<file path="src/sv/dsrm_pkg.sv">
`timescale 1ns / 1ps
// ----------------------------------------------------------------------------
// Dot-star matcher package
// Command codes, pattern byte constants and the types shared by the matcher
// cells, the result queue and the top level.
// ----------------------------------------------------------------------------
package dsrm_pkg;

  typedef enum logic [1:0] {
    CMD_CLEAR  = 2'd0,
    CMD_APPEND = 2'd1,
    CMD_TEXT   = 2'd2,
    CMD_END    = 2'd3
  } cmd_t;

  localparam logic [7:0] STAR_BYTE = 8'h2A;
  localparam logic [7:0] DOT_BYTE  = 8'h2E;

  // Broadcast control that every cell sees in the same cycle.
  typedef struct packed {
    logic       step;     // a text byte advances the active positions
    logic       restart;  // active positions go back to position zero only
    logic [7:0] sym;      // text or pattern byte
  } cell_ctrl_t;

  typedef struct packed {
    logic matched;
    logic overflow;
  } result_t;

endpackage

</file>
<file path="src/sv/dot_star_regex_matcher.sv">
`timescale 1ns / 1ps
// ----------------------------------------------------------------------------
// Dot-star regular expression matcher
// Whole-string matching of a byte stream against a pattern of literal bytes,
// '.' and '*', held in a row of element cells.
// ----------------------------------------------------------------------------
//
//   Channel   Handshake                   Payload            Direction
//   cmd       cmd_valid / cmd_stall       command, symbol    into the block
//   result    result_valid / result_stall matched, overflow  out of the block
//
// A new request may be taken in every cycle while cmd_stall is low. All element
// cells update their active position flags in parallel; the star closure
// ripples through the row combinationally like a carry chain.
// An end of text result is registered in the result queue, in the output
// register if it is free and otherwise in the skid stage.
// Reset (synchronous, active high) empties the pattern and the result queue.
// cmd_stall is high while both result slots are full, that is while the skid
// stage holds a result; it comes straight from a register.
// ----------------------------------------------------------------------------
module dot_star_regex_matcher #(
  parameter int MAX_ELEMENTS = 32
) (
  input  logic       clk,
  input  logic       rst,
  input  logic       cmd_valid,
  output logic       cmd_stall,
  input  logic [1:0] command,
  input  logic [7:0] symbol,
  output logic       result_valid,
  input  logic       result_stall,
  output logic       matched,
  output logic       overflow
);

  localparam int CW = $clog2(MAX_ELEMENTS + 1);

  // Pattern bookkeeping: number of elements, whether the last element is
  // already starred, and whether the pattern has run out of cells.
  logic [CW-1:0] elem_count;
  logic [CW-1:0] elem_count_next;
  logic          last_starred;
  logic          last_starred_next;
  logic          pat_ovf;
  logic          pat_ovf_next;
  logic          tail_act;
  logic          tail_act_next;

  logic          accept;
  logic          new_elem;
  logic          star_op;
  logic          push;

  dsrm_pkg::cmd_t     cmd;
  dsrm_pkg::cell_ctrl_t ctrl;
  dsrm_pkg::result_t  res_in;
  dsrm_pkg::result_t  res_out;

  // Chains between neighbouring cells; index i feeds cell i.
  logic [MAX_ELEMENTS:0] carry;
  logic [MAX_ELEMENTS:0] adv;
  logic [MAX_ELEMENTS:0] closed_vec;

  assign accept = cmd_valid & ~cmd_stall;
  assign cmd    = dsrm_pkg::cmd_t'(command);

  // Decode the request. A '*' stars the previous element only when there is
  // one and it is not starred yet; otherwise it is a literal element.
  always_comb begin
    new_elem          = 1'b0;
    star_op           = 1'b0;
    push              = 1'b0;
    ctrl.step         = 1'b0;
    ctrl.restart      = 1'b0;
    ctrl.sym          = symbol;
    elem_count_next   = elem_count;
    last_starred_next = last_starred;
    pat_ovf_next      = pat_ovf;
    if (accept) begin
      unique case (cmd)
        dsrm_pkg::CMD_CLEAR: begin
          ctrl.restart    = 1'b1;
          elem_count_next = '0;
          pat_ovf_next    = 1'b0;
        end
        dsrm_pkg::CMD_APPEND: begin
          ctrl.restart = 1'b1;
          if (!pat_ovf) begin
            if (symbol == dsrm_pkg::STAR_BYTE && elem_count != '0 && !last_starred) begin
              star_op           = 1'b1;
              last_starred_next = 1'b1;
            end else if (elem_count == CW'(MAX_ELEMENTS)) begin
              pat_ovf_next = 1'b1;
            end else begin
              new_elem          = 1'b1;
              elem_count_next   = elem_count + CW'(1);
              last_starred_next = 1'b0;
            end
          end
        end
        dsrm_pkg::CMD_TEXT: begin
          ctrl.step = 1'b1;
        end
        dsrm_pkg::CMD_END: begin
          push         = 1'b1;
          ctrl.restart = 1'b1;
        end
        default: begin
          ctrl.step = 1'b0;
        end
      endcase
    end
  end

  assign carry[0] = 1'b0;
  assign adv[0]   = 1'b0;

  for (genvar i = 0; i < MAX_ELEMENTS; i++) begin : g_cell
    dsrm_cell u_cell (
      .clk       (clk),
      .rst       (rst),
      .ctrl      (ctrl),
      .act_init  (i == 0),
      .in_use    (elem_count > CW'(i)),
      .wr_elem   (new_elem & (elem_count == CW'(i))),
      .set_star  (star_op & (elem_count == CW'(i + 1))),
      .carry_in  (carry[i]),
      .adv_in    (adv[i]),
      .carry_out (carry[i+1]),
      .adv_out   (adv[i+1]),
      .closed    (closed_vec[i])
    );
  end

  // The position past the last cell only ever becomes active by advancing.
  assign closed_vec[MAX_ELEMENTS] = tail_act | carry[MAX_ELEMENTS];

  always_comb begin
    if (ctrl.restart) begin
      tail_act_next = 1'b0;
    end else if (ctrl.step) begin
      tail_act_next = adv[MAX_ELEMENTS];
    end else begin
      tail_act_next = tail_act;
    end
  end

  always_ff @(posedge clk) begin
    if (rst) begin
      elem_count   <= '0;
      last_starred <= 1'b0;
      pat_ovf      <= 1'b0;
      tail_act     <= 1'b0;
    end else begin
      elem_count   <= elem_count_next;
      last_starred <= last_starred_next;
      pat_ovf      <= pat_ovf_next;
      tail_act     <= tail_act_next;
    end
  end

  // The whole pattern matched when the position after its last element is
  // live at end of text.
  assign res_in.matched  = closed_vec[elem_count] & ~pat_ovf;
  assign res_in.overflow = pat_ovf;

  dsrm_result_queue u_queue (
    .clk          (clk),
    .rst          (rst),
    .push         (push),
    .push_data    (res_in),
    .full         (cmd_stall),
    .result_valid (result_valid),
    .result_stall (result_stall),
    .result_data  (res_out)
  );

  assign matched  = res_out.matched;
  assign overflow = res_out.overflow;

endmodule

</file>
<file path="src/sv/dsrm_cell.sv">
`timescale 1ns / 1ps
// ----------------------------------------------------------------------------
// Dot-star matcher cell
// Holds one pattern element and the active flag of its position, and passes
// the star closure and the advance of a match on to the next cell.
// ----------------------------------------------------------------------------
module dsrm_cell (
  input  logic                 clk,
  input  logic                 rst,
  input  dsrm_pkg::cell_ctrl_t ctrl,
  input  logic                 act_init,
  input  logic                 in_use,
  input  logic                 wr_elem,
  input  logic                 set_star,
  input  logic                 carry_in,
  input  logic                 adv_in,
  output logic                 carry_out,
  output logic                 adv_out,
  output logic                 closed
);

  logic [7:0] elem_byte;
  logic       elem_any;
  logic       elem_starred;
  logic       act;
  logic       act_next;
  logic       hit;

  // A position is live if it is active or reached by skipping starred
  // elements to its left.
  assign closed    = act | carry_in;
  assign hit       = closed & in_use & (elem_any | (elem_byte == ctrl.sym));
  assign carry_out = closed & in_use & elem_starred;
  assign adv_out   = hit & ~elem_starred;

  always_comb begin
    if (ctrl.restart) begin
      act_next = act_init;
    end else if (ctrl.step) begin
      act_next = (hit & elem_starred) | adv_in;
    end else begin
      act_next = act;
    end
  end

  always_ff @(posedge clk) begin
    if (rst) begin
      act <= act_init;
    end else begin
      act <= act_next;
    end
  end

  always_ff @(posedge clk) begin
    if (wr_elem) begin
      elem_byte    <= ctrl.sym;
      elem_any     <= (ctrl.sym == dsrm_pkg::DOT_BYTE);
      elem_starred <= 1'b0;
    end else if (set_star) begin
      elem_starred <= 1'b1;
    end
  end

endmodule

</file>
<file path="src/sv/dsrm_result_queue.sv">
`timescale 1ns / 1ps
// ----------------------------------------------------------------------------
// Dot-star matcher result queue
// Two-entry output register with a skid stage, so that a request can be taken
// while a finished result still waits at the output.
// ----------------------------------------------------------------------------
module dsrm_result_queue (
  input  logic              clk,
  input  logic              rst,
  input  logic              push,
  input  dsrm_pkg::result_t push_data,
  output logic              full,
  output logic              result_valid,
  input  logic              result_stall,
  output dsrm_pkg::result_t result_data
);

  logic              skid_valid;
  dsrm_pkg::result_t skid_data;
  logic              pop_free;

  assign pop_free = ~result_valid | ~result_stall;
  assign full     = skid_valid;

  always_ff @(posedge clk) begin
    if (rst) begin
      result_valid <= 1'b0;
      skid_valid   <= 1'b0;
    end else if (pop_free) begin
      result_valid <= skid_valid | push;
      skid_valid   <= skid_valid & push;
    end else if (push) begin
      skid_valid <= 1'b1;
    end
  end

  always_ff @(posedge clk) begin
    if (pop_free) begin
      if (skid_valid) begin
        result_data <= skid_data;
        if (push) begin
          skid_data <= push_data;
        end
      end else if (push) begin
        result_data <= push_data;
      end
    end else if (push) begin
      skid_data <= push_data;
    end
  end

endmodule

</file>
<file path="config.mk">
export PLATFORM = sky130hd
export DESIGN_NAME = dot_star_regex_matcher
export DESIGN_NICKNAME = d
export VERILOG_FILES = /design/src/sv/dsrm_pkg.sv /design/src/sv/dot_star_regex_matcher.sv /design/src/sv/dsrm_cell.sv /design/src/sv/dsrm_result_queue.sv
export SDC_FILE = /design/constraint.sdc
export NUM_CORES = 1
export LEC_CHECK = 0
export BUFFER_PORTS_ARGS = -buffer_cell sky130_fd_sc_hd__buf_2
export CAP_MARGIN = 20
export CORE_AREA = 2 2 241 243
export CTS_BUF_LIST = sky130_fd_sc_hd__clkbuf_4
export DETAILED_ROUTE_END_ITERATION = 8
export DIE_AREA = 0 0 243 245
export GPL_TIMING_DRIVEN = 0
export PLACE_DENSITY = 0.4
export SYNTH_ARGS = -nofsm -noshare
export SYNTH_HDL_FRONTEND = slang
export SYNTH_SLANG_ARGS = --single-unit
</file>
<file path="constraint.sdc">
create_clock -name clk -period 4.8 [get_ports clk]
set_clock_uncertainty 0.05 [all_clocks]
set_input_delay 1.44 -clock clk [delete_from_list [all_inputs] [get_ports clk]]
set_output_delay 1.44 -clock clk [all_outputs]
set_load 0.1 [all_outputs]
</file>
Word level (Yosys, flattened, before mapping)
Index checks and enable logic that the tools add are counted.
{"block": "totals", "register_bits": 367, "in_bits": 14, "out_inout_bits": 4, "wordCells": 654}
{"block": "op_classes", "add_sub_neg": 1, "magnitude_cmp": 33, "eq_ne": 74, "n_mux": 33, "bitwise_logic": 360, "reduce_logical": 15}
{"operator": "== test 8 bit", "count": 32}
{"operator": "bitwise AND 1 bit", "count": 227}
{"operator": "bitwise OR 1 bit", "count": 97}
{"operator": "== test 6 x 5 -> 1 bit (second input constant)", "count": 16}
{"operator": "greater-than comparator 6 x 5 -> 1 bit (second input constant)", "count": 16}
{"operator": "== test 6 x 4 -> 1 bit (second input constant)", "count": 8}
{"operator": "greater-than comparator 6 x 4 -> 1 bit (second input constant)", "count": 8}
{"operator": "NOT 1 bit", "count": 36}
{"operator": "== test 6 x 3 -> 1 bit (second input constant)", "count": 4}
{"operator": "greater-than comparator 6 x 3 -> 1 bit (second input constant)", "count": 4}
{"operator": "two-way mux 1 bit", "count": 21}
{"operator": "two-way mux 6 bit", "count": 3}
{"operator": "== test 8 x 6 -> 1 bit (second input constant)", "count": 2}
{"operator": "== test 6 x 2 -> 1 bit (second input constant)", "count": 2}
{"operator": "greater-than comparator 6 x 1 -> 1 bit (second input constant)", "count": 2}
{"operator": "greater-than comparator 6 x 2 -> 1 bit (second input constant)", "count": 2}
{"operator": "two-way mux 2 bit", "count": 6}
{"operator": "one-hot mux 6 bit (2 select lines)", "count": 1}
{"operator": "inequality test 2 bit (second input constant)", "count": 4}
{"operator": "less-than comparator 6 x 7 -> 1 bit (second input constant)", "count": 1}
{"operator": "adder 6 x 1 -> 6 bit (second input constant)", "count": 1}
{"operator": "binary-select mux 1 bit (select 6 bit)", "count": 1}
{"operator": "== test 6 x 1 -> 1 bit (second input constant)", "count": 1}
{"operator": "== test 6 bit (second input constant)", "count": 1}
{"operator": "15 further kinds", "count": 20}

Logic depth before layout (Yosys ltp)
{"block": "depth", "ltp_word": 103, "mapped_depth": 15, "depth_no_buf": 13}

Hierarchy
A second synthesis with hierarchy kept.
{"block": "unflattened", "cells_unflattened": 1522, "area_unflattened_um2": 18959.4}
{"mod": "dsrm_cell", "n_inst": 32, "cells_per_inst": 39, "area_per_inst_um2": 533.0, "seq_area_each_um2": 320.3}
{"mod": "dot_star_regex_matcher", "n_inst": 1, "cells_per_inst": 256, "area_per_inst_um2": 1669.1, "seq_area_each_um2": 180.2}
{"mod": "dsrm_result_queue", "n_inst": 1, "cells_per_inst": 18, "area_per_inst_um2": 234.0, "seq_area_each_um2": 160.2}

Least setup slack after synthesis
OpenSTA, ideal clock, no wires.
{"block": "synth_path", "path_type": "input to register", "startpoint": "in cmd_valid", "endpoint": "reg g_cell[23].u_cell.elem_any, enable pin", "setup_ns": 0.389, "t_arrival_ns": 3.515, "required_time_ns": 4.361, "path_slack_ns": 0.846, "path_stages": 8, "path_cell_list": "nor2b_1 -> nand2b_1 -> nor3b_1 -> nand2b_1 -> nor2b_1 -> clkbuf_1 -> nand2_1 -> nor3_1"}
{"block": "synth_between", "elab_chain_cells": 3}
{"item": "start: declaration", "line_no": "dot_star_regex_matcher.sv:26", "source": "input logic cmd_valid,"}
{"item": "bitwise AND 1 bit", "line_no": "dot_star_regex_matcher.sv:64", "source": "assign accept = cmd_valid & ~cmd_stall;"}
{"item": "two-way mux 1 bit", "line_no": "dot_star_regex_matcher.sv:79", "source": "if (accept) begin"}
{"item": "bitwise AND 1 bit", "line_no": "dot_star_regex_matcher.sv:125", "source": ".wr_elem (new_elem & (elem_count == CW'(i))),"}
{"item": "named net g_cell[23].u_cell.wr_elem", "line_no": "dsrm_cell.sv:13", "source": "input logic wr_elem,"}
{"item": "end signal: assignment", "line_no": "dsrm_cell.sv:57", "source": "elem_any <= (ctrl.sym == dsrm_pkg::DOT_BYTE);"}
{"item": "end: declaration", "line_no": "dsrm_cell.sv:23", "source": "logic elem_any;"}
The timed path passes the listed nets, and every way through them passes these cells.
A chain may end at the register's enable or synchronous reset.

==> flow_summary_export.csv <==
group,metric,value,unit
timing,timing.fmax,212,MHz
worst_hold_path,hold_path.class,"reg -> reg",
layout,design_area,19800,sq um
floorplanning,pin_count,18,
timing,fin_ws,79.5,ps
setup_path,critPathLaunchType,"flip-flop",
layout,stdcell_count,2422,
setup_path,cp_max_fo,10,
clock_network,path_clk_slew,70,ps
clock_network,htreeDepth,3,
floorplanning,coreArea,57000,sq um
clock_network,clkLatencyLatePin,870,ps
synth,yosysTopAreaCellShare,51.6,%
synth,syn-instance-count,1430,
synth,syn_area_per_cell,11.9,sq um
route,wl_per_cell,24.9,um
power_and_ir_drop,power_per_cell_area,350,nW/um^2
synth,async_flop_share,0,%
layout,fin_nets,1583,
power_and_ir_drop,leakage,6.67,nW
global_routing,grt_pass1_vias,12500,
power_and_ir_drop,p_total,6.94,mW
floorplanning,fp.dieH,245,um
synth,synth_edf_count,292,
setup_path,startpoint,"elem_count[0]",
run,maxCapViolCount,0,
synth,yosys.area_share.simple,11.8,%
synth,synth_top_area_cell,"edfxtp_1",
synth,synth_top_family_by_area,"XOR/XNOR gates",
timing,slew_violations,0,
place,routabilityCongestion,0.944,
clock_network,tritoncts,"done",
synth,synth_mux_area_share,0.265,%
route,ant_nets,0,
synth,syn-cell-area,17000,sq um
route,firstDrtPassIters,7,
synth,synth-adder-area-share,0.295,%
power_and_ir_drop,ir_drop,142,uV
place,io_buffers,16,
synth,synth-compound-area-share,11.7,%
layout,drive_gt1_share,16.9,%
timing,fin_setup_tns,0,ps
clock_network,cts_buffers,106,
place,dp_slack,-1380,ps
route,routed_wl,60300,um
synth,ys.flop_type,"edfxtp_1",
synth,synth_cell_types,82,
worst_hold_path,hold_start,"g_cell[3].u_cell.elem_starred",
setup_path,end_kind,"flip-flop",
synth,yosysSeqAreaShare,60.5,%
global_routing,grt_max_degree,40,
synth,synth_fp_nets,1448,
route,num_vias,12400,
timing,slew_headroom,27.6,%
floorplanning,fp.dieW,243,um
synth,ys_warn_count,0,
floorplanning,initial_core_util,29.8,%
place,hpwl,41100,um
route,drc,0,
timing,setup_viol,0,
timing,post-route-min-period,4720,ps
synth,synth-xor-area-share,13.3,%
route,drt_iter0_drc,783,
floorplanning,num_rows,88,
synth,synth-seq-cells,367,
global_routing,grt-ovfl-total,0,
setup_path,cp.required,5370,ps
timing,fin_crit_sh,98.3,%
place,placed_cells,2224,
clock_network,cts_root_buf,"clkbuf_4",
clock_network,cts_buffer_depth,3,
clock_network,cts.sinks,367,
setup_path,r2r_start,"elem_count[0]",
global_routing,grt_pass1_wl,86900,um
layout,area_delta_synth_final,16.7,%
timing,worst_pin_slew,1090,ps
synth,synth_area_leaders,"edfxtp_1 (52%), dfxtp_1 (8.8%), xor2_1 (8.7%)",
layout,finish.utilization,34.8,%
route,via_per_inst,5.12,
global_routing,grt_usage,20.4,%
setup_path,critPathKind,"reg -> reg",
timing,hold_ws,446,ps
floorplanning,dieArea,59500,sq um
timing,final_hold_viol_count,0,
outcome,status,"complete, no violations",
setup_path,arrival,5290,ps
place,place_area,18200,sq um
global_routing,antenna_found_initial,2,
-- logic make-up (layout without fill, tap and decap cells) --
family	count (synthesis)	count (layout)
AOI/OAI and AO/OA	306	306
xor gates and xnor gates	258	258
adders and majority gates	4	4
buffers and inverters	95	321
DFF	367	367
muxes	3	3
other	0	1
and+or+nand+nor	397	397
-- final timing paths --
kind | cells after the start | slack (ps) | endpoint
setup / recovery | 15 | 80 | u_queue.result_data[1]
setup reg to reg | 15 | 80 | u_queue.result_data[1]
hold reg to reg | 2 | 450 | g_cell[3].u_cell.act
hold / removal | 2 | 450 | g_cell[3].u_cell.act
-- layer usage --
metal	global-route usage, %	share of wire (%)	up-vias
li1	-	-	5627
met1	27.1	46	6284
met2	32.6	46	372
met3	3.89	4.8	118
met4	8.44	3.1	0
met5	0	0	-
-- synth_stat cells (4+ instances only) --
| cell | instances |
|---|---|
| clkbuf_1 | 49 |
| o21bai_1 | 4 |
| xnor2_1 | 89 |
| a21oi_1 | 94 |
| xor2_1 | 169 |
| and3_1 | 8 |
| a211oi_1 | 11 |
| or4_1 | 4 |
| nand4_1 | 20 |
| a31o_2 | 6 |
| edfxtp_1 | 292 |
| o21ai_0 | 58 |
| a41o_1 | 5 |
| o211ai_1 | 7 |
| nand3_1 | 17 |
| ha_1 | 4 |
| nor3_1 | 31 |
| buf_2 | 7 |
| and2_1 | 9 |
| o21ai_1 | 4 |
| a211o_1 | 4 |
| o22ai_1 | 6 |
| buf_1 | 14 |
| nand2b_1 | 13 |
| a31oi_1 | 37 |
| nor2b_1 | 7 |
| o21a_1 | 6 |
| nor4_1 | 46 |
| dfxtp_1 | 75 |
| nor3b_1 | 5 |
| or2_2 | 6 |
| or3_1 | 13 |
| inv_1 | 21 |
| a21o_1 | 15 |
| nor2_1 | 132 |
| nand2_1 | 67 |
| o221ai_1 | 7 |
-- worst max-delay path: stages, from the launching register on --
cell and delay [ps]:
dfxtp_1 360, clkbuf_4 230, clkinvlp_4 200, ha_1 200
clkbuf_2 280, nor3b_2 140, nor2_1 200, a2111oi_1 70
a311o_1 450, a2111oi_4 630, nor3_1 150, a21oi_2 390
nor3b_4 130, o311ai_1 460, a31oi_1 220, mux2_2 300
-- registers in the layout (all words and copies together) (netlist names) --
signal,cells
g_cell.u_cell.elem_starred,32
g_cell.u_cell.act,32
u_queue.skid_data,2
u_queue.result_data,2
last_starred,1
g_cell.u_cell.elem_byte,256
u_queue.full,1
tail_act,1
u_queue.result_valid,1
pat_ovf,1
elem_count,6
g_cell.u_cell.elem_any,32
-- report_power, final --
| part | internal (mW) | total (mW) | switching [mW] |
|---|---|---|---|
| sequential | 3.45 | 3.47 | 0.0238 |
| clock | 1.62 | 3.03 | 1.40 |
| combinational | 0.136 | 0.445 | 0.310 |
| total | 5.21 | 6.94 | 1.74 |
-- repair_timing --
item | CTS | global route
setup endpoints to repair | 204 | 195
setup buffers | 0 | 1
hold buffers | 0 | 0
pin swaps | 0 | 2
resized for setup | 33 | 20
gates cloned | 0 | 0
-- layout by cell type, fill, tap and decap left out, types with 5 or more instances in the layout --
| master | instances |
|---|---|
| buf_8 | 9 |
| dfxtp_1 | 75 |
| a211oi_1 | 11 |
| clkbuf_4 | 168 |
| edfxtp_1 | 292 |
| nand4_1 | 20 |
| xor2_1 | 169 |
| o211ai_1 | 7 |
| nand2_1 | 67 |
| a21oi_1 | 94 |
| clkbuf_1 | 35 |
| clkinv_1 | 27 |
| or3_1 | 13 |
| a21o_1 | 15 |
| nor4_1 | 46 |
| xnor2_1 | 89 |
| nor2b_1 | 7 |
| o21a_1 | 6 |
| a31oi_1 | 37 |
| inv_1 | 19 |
| and3_1 | 8 |
| nor2_2 | 12 |
| nand3_1 | 17 |
| o21ai_0 | 57 |
| o221ai_1 | 7 |
| nor2_1 | 117 |
| or2_2 | 6 |
| buf_2 | 21 |
| nor3_1 | 26 |
| buf_1 | 13 |
| a41o_1 | 5 |
| and2_1 | 8 |
| clkbuf_2 | 8 |
| a31o_2 | 6 |
| o22ai_1 | 6 |
| nand2b_1 | 13 |
-- layout make-up --
cell class / count / area [sq um]
diodes: 1 / 2.50
plain buffers: 68 / 299
clock buffers: 166 / 1250
clock inverters: 33 / 168
fillers: 5872 / 37200
inverters: 22 / 90.1
multi-input cells: 968 / 6470
flip-flops and latches: 367 / 10300
well taps: 765 / 957
repair buffers: 32 / 322
(Power assumes the default switching activity.)
